==> config.mk <==
export PLATFORM = sky130hd
export DESIGN_NAME = cba_ctrl
export DESIGN_NICKNAME = d
export VERILOG_FILES = /design/src/cba_pkg.sv /design/src/cba_ctrl.sv
export SDC_FILE = /design/constraint.sdc
export NUM_CORES = 1
export LEC_CHECK = 0
export BUFFER_PORTS_ARGS = -buffer_cell sky130_fd_sc_hd__buf_2
export CORE_UTILIZATION = 47
export DETAILED_ROUTE_END_ITERATION = 10
export PLACE_DENSITY_LB_ADDON = 0.25
export SKIP_LAST_GASP = 1
export SYNTH_ARGS = -nofsm -noshare
export SYNTH_HDL_FRONTEND = slang
export SYNTH_SLANG_ARGS = --single-unit
==> constraint.sdc <==
create_clock -name clk -period 2.85 [get_ports clk]
set_input_delay 0.7125 -clock clk [delete_from_list [all_inputs] [get_ports clk]]
set_output_delay 0.7125 -clock clk [all_outputs]
set_load 0.01 [all_outputs]
==> src/cba_pkg.sv <==
`timescale 1ns / 1ps
// ----------------------------------------------------------------------------
// cba_pkg: shared types and constants
// Word layouts, status codes, controller states and the command and status
// bundles between the controller and the datapath.
// ----------------------------------------------------------------------------
package cba_pkg;

  localparam int BLOCKS        = 1024;
  localparam int ID_W          = 10;   // block index width
  localparam int ROW_BITS      = 32;   // bitmap bits per memory row
  localparam int ROW_W         = 5;    // bitmap row address width
  localparam int ROWS          = BLOCKS / ROW_BITS;
  localparam int LEN_W         = 16;
  localparam int CNT_W         = 11;   // free count, 0..BLOCKS
  localparam int NEED_W        = 8;    // blocks per chain, at most 132
  localparam int PAYLOAD       = 500;
  // floor(y / 125) == (y * RECIP) >> RSHIFT for every y below 21499.
  localparam int RECIP         = 16778;
  localparam int RSHIFT        = 21;
  localparam int PROD_W        = 30;

  localparam logic [1:0] ST_OK    = 2'd0;
  localparam logic [1:0] ST_FULL  = 2'd1;
  localparam logic [1:0] ST_ZERO  = 2'd2;
  localparam logic [1:0] ST_BADID = 2'd3;

  localparam logic KIND_ALLOC = 1'b0;
  localparam logic KIND_FREE  = 1'b1;

  typedef struct packed {
    logic        kind;
    logic [15:0] byte_length;
    logic [10:0] chain_id;
  } in_word_t;

  typedef struct packed {
    logic [10:0] head_id;
    logic [1:0]  status;
    logic [10:0] free_blocks;
  } out_word_t;

  typedef enum logic [3:0] {
    S_CLEAR, S_IDLE, S_DEC, S_MUL, S_NEED,
    S_ARD, S_AWAIT, S_APICK, S_AWB, S_ALINK,
    S_FRD, S_FWAIT, S_FCHK, S_FCLR, S_DONE
  } state_t;

  typedef struct packed {
    logic       accept;
    logic       clr;
    logic       mul;
    logic       need;
    logic       ard;
    logic       await_row;
    logic       apick;
    logic       awb;
    logic       alink;
    logic       frd;
    logic       fwait;
    logic       fclr;
    logic       res_load;
    logic       st_en;
    logic [1:0] st;
  } cmd_t;

  typedef struct packed {
    logic kind;
    logic len_zero;
    logic id_bad;
    logic full;
    logic has_free;
    logic last_pick;
    logic alloc_done;
    logic bit_set;
    logic first;
    logic free_last;
    logic clr_last;
    logic out_free;
  } stat_t;

endpackage

==> src/cba_ctrl.sv <==
`timescale 1ns / 1ps
// ----------------------------------------------------------------------------
// cba_ctrl: request sequencer
// Steps through the clearing pass, allocation scan and free walk.
// ----------------------------------------------------------------------------
module cba_ctrl import cba_pkg::*; (
  input  logic   clk,
  input  logic   rst_n,
  input  logic   in_valid,
  output logic   in_stall,
  input  stat_t  stat,
  output cmd_t   cmd
);

  state_t state_r, state_nxt;

  always_ff @(posedge clk) begin
    if (!rst_n) begin
      state_r <= S_CLEAR;
    end else begin
      state_r <= state_nxt;
    end
  end

  always_comb begin
    state_nxt = state_r;
    unique case (state_r)
      S_CLEAR: if (stat.clr_last) state_nxt = S_IDLE;
      S_IDLE:  if (in_valid) state_nxt = S_DEC;
      S_DEC: begin
        if (stat.kind == KIND_ALLOC) begin
          state_nxt = stat.len_zero ? S_DONE : S_MUL;
        end else begin
          state_nxt = stat.id_bad ? S_DONE : S_FRD;
        end
      end
      S_MUL:   state_nxt = S_NEED;
      S_NEED: begin
        if (stat.kind == KIND_ALLOC) begin
          state_nxt = stat.full ? S_DONE : S_ARD;
        end else begin
          state_nxt = S_FCLR;
        end
      end
      S_ARD:   state_nxt = S_AWAIT;
      S_AWAIT: state_nxt = S_APICK;
      S_APICK: if (!stat.has_free || stat.last_pick) state_nxt = S_AWB;
      S_AWB:   state_nxt = stat.alloc_done ? S_ALINK : S_ARD;
      S_ALINK: state_nxt = S_DONE;
      S_FRD:   state_nxt = S_FWAIT;
      S_FWAIT: state_nxt = S_FCHK;
      S_FCHK: begin
        if (!stat.bit_set) begin
          state_nxt = S_DONE;
        end else begin
          state_nxt = stat.first ? S_MUL : S_FCLR;
        end
      end
      S_FCLR:  state_nxt = stat.free_last ? S_DONE : S_FRD;
      S_DONE:  if (stat.out_free) state_nxt = S_IDLE;
      default: state_nxt = S_CLEAR;
    endcase
  end

  always_comb begin
    cmd      = '0;
    in_stall = 1'b1;
    unique case (state_r)
      S_CLEAR: cmd.clr = 1'b1;
      S_IDLE: begin
        in_stall   = 1'b0;
        cmd.accept = in_valid;
      end
      S_DEC: begin
        if (stat.kind == KIND_ALLOC && stat.len_zero) begin
          cmd.st_en = 1'b1;
          cmd.st    = ST_ZERO;
        end else if (stat.kind != KIND_ALLOC && stat.id_bad) begin
          cmd.st_en = 1'b1;
          cmd.st    = ST_BADID;
        end
      end
      S_MUL: cmd.mul = 1'b1;
      S_NEED: begin
        cmd.need = 1'b1;
        if (stat.kind == KIND_ALLOC && stat.full) begin
          cmd.st_en = 1'b1;
          cmd.st    = ST_FULL;
        end
      end
      S_ARD:   cmd.ard = 1'b1;
      S_AWAIT: cmd.await_row = 1'b1;
      S_APICK: cmd.apick = 1'b1;
      S_AWB:   cmd.awb = 1'b1;
      S_ALINK: cmd.alink = 1'b1;
      S_FRD:   cmd.frd = 1'b1;
      S_FWAIT: cmd.fwait = 1'b1;
      S_FCHK: begin
        if (!stat.bit_set && stat.first) begin
          cmd.st_en = 1'b1;
          cmd.st    = ST_BADID;
        end
      end
      S_FCLR:  cmd.fclr = 1'b1;
      S_DONE:  cmd.res_load = stat.out_free;
      default: cmd = '0;
    endcase
  end

endmodule

### After elaboration in Yosys (flattened, before gate mapping)

Cells that the tools add are included.

* flip-flop bits (word level): 4
* bits in latches: 0
* memory bits (writable): 0
* bits in read-only memories: 0
* output and inout bits: 17
* word-level logic and storage cells: 62
* memories: 0

* add/sub/neg operators: 0
* multiply operators: 0
* div/mod/pow operators: 0
* magnitude comparators: 0
* eq/ne operators: 18
* shift operators: 0
* mux-type cells: 33
* bitwise gates (word level): 1
* reduce and logical (&&, ||, !) cells: 9

Operator list (number)
* case mux 4 bit (15 select lines): 1
* 2-to-1 mux 4 bit: 11
* == test 4 bit (second input constant): 7
* 2-to-1 mux 3 bit: 6
* == test 4 x 3 -> 1 bit (second input constant): 4
* 2-to-1 mux 1 bit: 14
* case mux 3 bit (3 select lines): 1
* == test 4 x 2 -> 1 bit (second input constant): 2
* != test 2 bit (second input constant): 4
* == test 4 x 1 -> 1 bit (second input constant): 1
* logical AND 1 bit: 4
* zero test 4 bit: 1
* AND reduction 4 bit: 1
* zero test 1 bit: 2
* logical OR 1 bit: 1
* inverter 1 bit: 1

### Depth between registers and ports, before layout

Gate-level depths: netlist of run 1.

* word-level depth: 4
* mapped depth: 6
* mapped depth without buffers: 4

### Worst setup path before layout of run 1

OpenSTA, ideal clock, no wires.

* kind: in2out
* from: input port stat[11] (netlist name)
* to: output port cmd[1] (netlist name)
* data arrival time: 1.360 ns
* required time: 2.138 ns
* setup slack: 0.777 ns
* cell stages on the path: 3
* buffers on the path: 0
* cells stage by stage: mux2i_1 -> or3_1 -> a21oi_1

RTL lines
* from (decl): line cba_ctrl.sv:11 `input stat_t stat,`
* to (decl): line cba_ctrl.sv:12 `output cmd_t cmd`

==> summary.txt, run 1 <==
Status - finished clean
Die X-Extent - 38.2 um
Initial Util - 53.2%
Number of enable flip-flop cells after synthesis - 0
Worst Path Buf+Inv - 1
Slowest-stage cell, CP - dfxtp_1
Post-route ant nets - 0
P per Cell Area - 867 nW/um2
Peak VDD IR - 0.000411 V
Worst-path clk slew - 0.04 ns
DRT Pass-1 Iters - 4
Tightest Hold Check Type - input port to flop
CTS Buffer Depth - 2
RSZ-0062 raised after global routing - no
Initial antenna violation count - 0
Reg2reg path depth - 5
Critical-path cell list - nand2b_1, or3_1, a21oi_1, buf_2
Site Rows - 12
Num ports - 32
Post-CTS Setup Bufs - 0
CP max stage delay - 0.42 ns
Startpoint Class - flop
Layout area overhead - 30.9%
Top-area cell type share of the netlist area - 13.0%
Setup TNS Final - 0 ns
Synth Warn # - 0
DR iter-0 viols - 26
WL/cell - 12.2 um
Count of final hold-check violations - 0
Main synth FF type - dfxtp_1
Remaining Overflow, GRT - 0
Number of distinct library cells after synthesis - 34
Max Cap Viol - 0
Largest register FFs - 4
Leak Pwr - 0.391 nW
Layout cells sized above 1 - 32.8%
CTS root buffer - clkbuf_4
Global-route usage over all layers - 26.0%
Final Critical Period - 2.40 ns
Skew final - 0.00696 ns
Busiest grt layer - met2
CP Max Fanout - 13
# diodes - 0
DR vias/cell - 5.82
M3 GR Usage - 5.23%
Worst skew pair latency - 0.24 ns
TritonCTS clock tree - built
Hold Path Depth - 2
WP data arrival - 1.68 ns
Vias in the first global route - 617
Most flop-heavy register - state_r
Syn_area_per_cell - 6.22 um2
Met1 Usage GRT - 37.2%
Final Total Pwr - 0.000699 W
Core area - 1160 um2
Synthesized cell area - 616 um2
Setup violators final - 0
Final wirelength - 1730 um
CTS Hold Bufs - 0
Placer Congestion - 0.854
Detailed placement HPWL - 1240 um
CTS buffer count - 3
Port bufs - 31
Total die area - 1460 um2
Worst slew margin - 73.0%
First-pass GRT wire length - 2770 um
Tcrit/Tclk final - 84.1%
Met2 Use GR - 42.4%
CP required - 2.14 ns
Clock sinks - 4
Final net count - 145
DRC - 0
Ys async rst share - 0%
Most frequent cells after synthesis - 12 x nor2_1, 8 x a21oi_1, 7 x inv_1, 7 x nand2b_1, 7 x nor3_1
Sequential element share of the synthesized area - 13.0%
Via Count - 827
Crit end category - output port
Worst Max-Slew Pin Slew - 0.404 ns
Delay-heaviest family, CP - simple AND/OR/NAND/NOR gates
Cell taking the most area after synthesis - dfxtp_1
Synth top area cells - dfxtp_1 13%, nor2_1 7.3%, nand2b_1 7.1%
Top Registers - state_r x4
Largest net degree at the start of global routing - 23
Fmax - 417 MHz
Syn Nets - 114
H-Tree Depth - 1
Cells after Synth - 99
Post-synthesis register bit count - 4
Post_cts resized - 0
Max-slew violations - 0
Worst Setup Path Type - flop to output port
Crit. path cell count - 4
Chip Height - 38.2 um
Count leader, synth - nor2_1
## cells in the final DEF (no fill, tap or decap), types with 2 or more instances in the layout
cell      count
nor2_1       12
nand3_1       3
o21ai_0       2
nand2b_1      7
nor4_1        3
mux2i_1       2
a31oi_1       3
nor3_1        7
o21bai_1      2
clkbuf_4      3
a21oi_1       8
buf_4         5
buf_2        31
or3_1         2
a211oi_1      3
dfxtp_1       4
inv_1         7
nand2_1       5
o22ai_1       4
## metrics by stage
stage	util, %	hold WS [ns]	setup slack [ns]	std cells	area [um2]
2_1_floorplan	-	0.681	0.777	99	616
3_3_place_gp	67.7	0.675	0.589	139	783
3_5_place_dp	67.7	0.695	0.561	139	783
4_1_cts	69.7	0.707	0.450	142	806
5_1_grt	69.7	0.732	0.287	142	806
6_report	69.7	0.710	0.453	142	806
## final timing paths
| kind | from | end | slack [ns] |
|---|---|---|---|
| min reg2reg | state_r[1] | state_r[2] | 0.73 |
| max | state_r[2] | cmd[2] | 0.45 |
| max reg2reg | state_r[3] | state_r[2] | 0.99 |
| min | rst_n | state_r[0] | 0.71 |
## cell type report
| cell class | count | area, um2 |
|---|---|---|
| Inverter | 9 | 33.8 |
| Clock buffer | 3 | 22.5 |
| Fill cell | 115 | 350 |
| Timing Repair Buffer | 36 | 193 |
| Tap cell | 14 | 17.5 |
| Sequential cell | 4 | 80.1 |
| Multi-Input combinational cell | 76 | 459 |
## power breakdown
part	internal, W	switching, W
registers	0.0000798	0.0000396
clock network	0.0000472	0.0000245
logic	0.000223	0.000284
## routing by layer
metal  part of all wire, %  wire, um
met3                   8.0       139
met2                    46       791
met5                     0         0
met4                     0         0
met1                    46       798
## cells by family (layout without fill, tap and decap cells)
family | Yosys count | count (layout) | synth area share, %
compound gates | 30 | 30 | 33.1
mux | 2 | 2 | 3.25
flops | 4 | 4 | 13.0
simple gates | 44 | 44 | 38.2
buf+inv | 19 | 48 | 12.4
Power figures use the tool's default switching activity.
==> run 2, diff against run 1 <==
--- a/config.mk
+++ b/config.mk
@@ -6,7 +6,7 @@
 export NUM_CORES = 1
 export LEC_CHECK = 0
 export BUFFER_PORTS_ARGS = -buffer_cell sky130_fd_sc_hd__buf_2
-export CORE_UTILIZATION = 47
+export CORE_UTILIZATION = 39
 export DETAILED_ROUTE_END_ITERATION = 10
 export PLACE_DENSITY_LB_ADDON = 0.25
 export SKIP_LAST_GASP = 1
==> constraint.sdc (replaced) <==
create_clock -name clk -period 2.1 [get_ports clk]
set_input_delay 0.525 -clock clk [delete_from_list [all_inputs] [get_ports clk]]
set_output_delay 0.525 -clock clk [all_outputs]
set_load 0.01 [all_outputs]
==> run 2 against run 1 <==
Compared with the run above: cell count increased by 2.8%; critical path depth increased by 2; cell area increased by 3.3%; first-iteration DRC count decreased by 23%; non-clock buffer count increased by 3; routed wire length increased by 3.1%; register-to-register slack got worse by 0.49 ns; setup slack got worse by 0.39 ns.
==> summary.txt, run 2 (synthesis gave the netlist of run 1 again) <==
Die X-Extent - 41.7 um
Worst Max-Slew Pin Slew - 0.304 ns
Post_cts resized - 0
DRC - 0
Remaining Overflow, GRT - 0
Core Util, Final - 60.2%
Most flop-heavy register - state_r
Initial Util - 44.5%
Total die area - 1740 um2
WP data arrival - 1.51 ns
Placer Congestion - 0.860
Final Total Pwr - 0.000981 W
Detailed placement HPWL - 1400 um
Worst r2r src - state_r[3]
WL/cell - 12.2 um
DR vias/cell - 5.68
Place WS - 0.194 ns
Max Cap Viol - 0
Startpoint Class - flop
Post-DP Area - 807 um2
Worst-path clk slew - 0.04 ns
Final net count - 148
Peak VDD IR - 0.000557 V
H-Tree Depth - 1
Site Rows - 13
Hold Path Depth - 2
Crit end category - output port
Largest net degree at the start of global routing - 23
Largest register FFs - 4
Sequential Area - 82.6 um2
Flop-to-flop setup slack - 0.50 ns
Post-route ant nets - 0
Worst Setup Path Type - flop to output port
Final Critical Period - 2.03 ns
RSZ-0062 raised after global routing - yes
Critical-path cell list - buf_4, nand2b_1, nor3_1, nand2_1, a21oi_1, buf_2
Setup slack after layout - 0.0651 ns
Tcrit/Tclk final - 96.9%
FF-to-FF End - state_r[2]
Post-CTS Setup Bufs - 0
Top Registers - state_r x4
Worst Hold Endpoint - state_r[0]
Via Count - 829
Slowest-stage cell, CP - dfxtp_1
Vias in the first global route - 770
Fillers - 139
CP Max Fanout - 8
Hold Path Origin - rst_n
Delay-heaviest family, CP - simple AND/OR/NAND/NOR gates
# diodes - 0
First-pass GRT wire length - 3170 um
Port bufs - 31
Layout area overhead - 35.2%
Reg2reg path depth - 4
Area of the multi-input gates - 459 um2
P per Cell Area - 1180 nW/um2
Fmax - 491 MHz
Global-route usage over all layers - 22.1%
Num ports - 32
Chip Height - 41.7 um
CP max stage delay - 0.39 ns
Worst Path Buf+Inv - 2
Worst skew pair latency - 0.23 ns
Status - finished clean
Clock sinks - 4
Final Hold Slack - 0.548 ns
DRT Pass-1 Iters - 4
Leak Pwr - 0.405 nW
Most frequent cells in the layout - 31 x buf_2, 12 x nor2_1, 8 x a21oi_1, 8 x buf_4
CTS buffer count - 3
DR iter-0 viols - 20
Setup violators final - 0
Skew final - 0.00505 ns
Count of final hold-check violations - 0
Initial antenna violation count - 0
Max-slew violations - 0
Commonest non-fill, non-tap cell in the layout - buf_2
Core area - 1380 um2
Layout cells sized above 1 - 35.9%
Final wirelength - 1780 um
TritonCTS clock tree - built
CTS root buffer - clkbuf_4
CP required - 1.57 ns
CTS Buffer Depth - 2
CTS Hold Bufs - 0
Worst slew margin - 79.5%
Cell area after layout - 832 um2
Tightest Hold Check Type - input port to flop
## run 2: cell types whose count changed in the layout (fill, tap and decap cells not counted)
cell	before	now
dfxtp_2	0	2
dfxtp_1	4	2
buf_4	5	8
## run 2: how the worst max path moves through the flow
| stage | startpoint | to | depth (start not counted) | slack (ns) |
|---|---|---|---|---|
| 6_report | state_r[2] | cmd[1] | 6 | 0.07 |
| 3_5_place_dp | stat[11] | cmd[2] | 5 | 0.19 |
| 3_3_place_gp | stat[11] | cmd[2] | 5 | 0.22 |
| 2_1_floorplan | state_r[2] | cmd[1] | 5 | 0.24 |
| 4_1_cts | state_r[3] | cmd[2] | 4 | 0.02 |
| 5_1_grt | state_r[2] | cmd[1] | 6 | -0.05 |
## run 2: final cells by class
cell class / count / area share (%)
multi-input cells: 76 / 55.2
clock buffers: 3 / 2.71
repair buffers: 39 / 25.9
flip-flops and latches: 4 / 9.92
well taps: 15 / 2.26
inverters: 9 / 4.06
## run 2: layer usage
| metal | global-route usage (%) | up-vias | share of wire, % |
|---|---|---|---|
| li1 | - | 424 | - |
| met1 | 29.9 | 381 | 47 |
| met2 | 34.7 | 24 | 50 |
| met3 | 3.48 | 0 | 3.4 |
| met4 | 9.03 | 0 | 0 |
| met5 | 0 | - | 0 |
## run 2: report_power, final
part            total, W  switching, W  internal (W)
combinational   0.000723      0.000392      0.000331
clock          0.0000920     0.0000283     0.0000637
sequential      0.000166     0.0000546      0.000112
total           0.000981      0.000475      0.000506
## run 2: through the flow
step                instances  TNS, ns
global placement          143        0
global route              146  -0.0476
floorplan                  99        0
detailed placement        143        0
CTS                       146        0
finish                    146        0
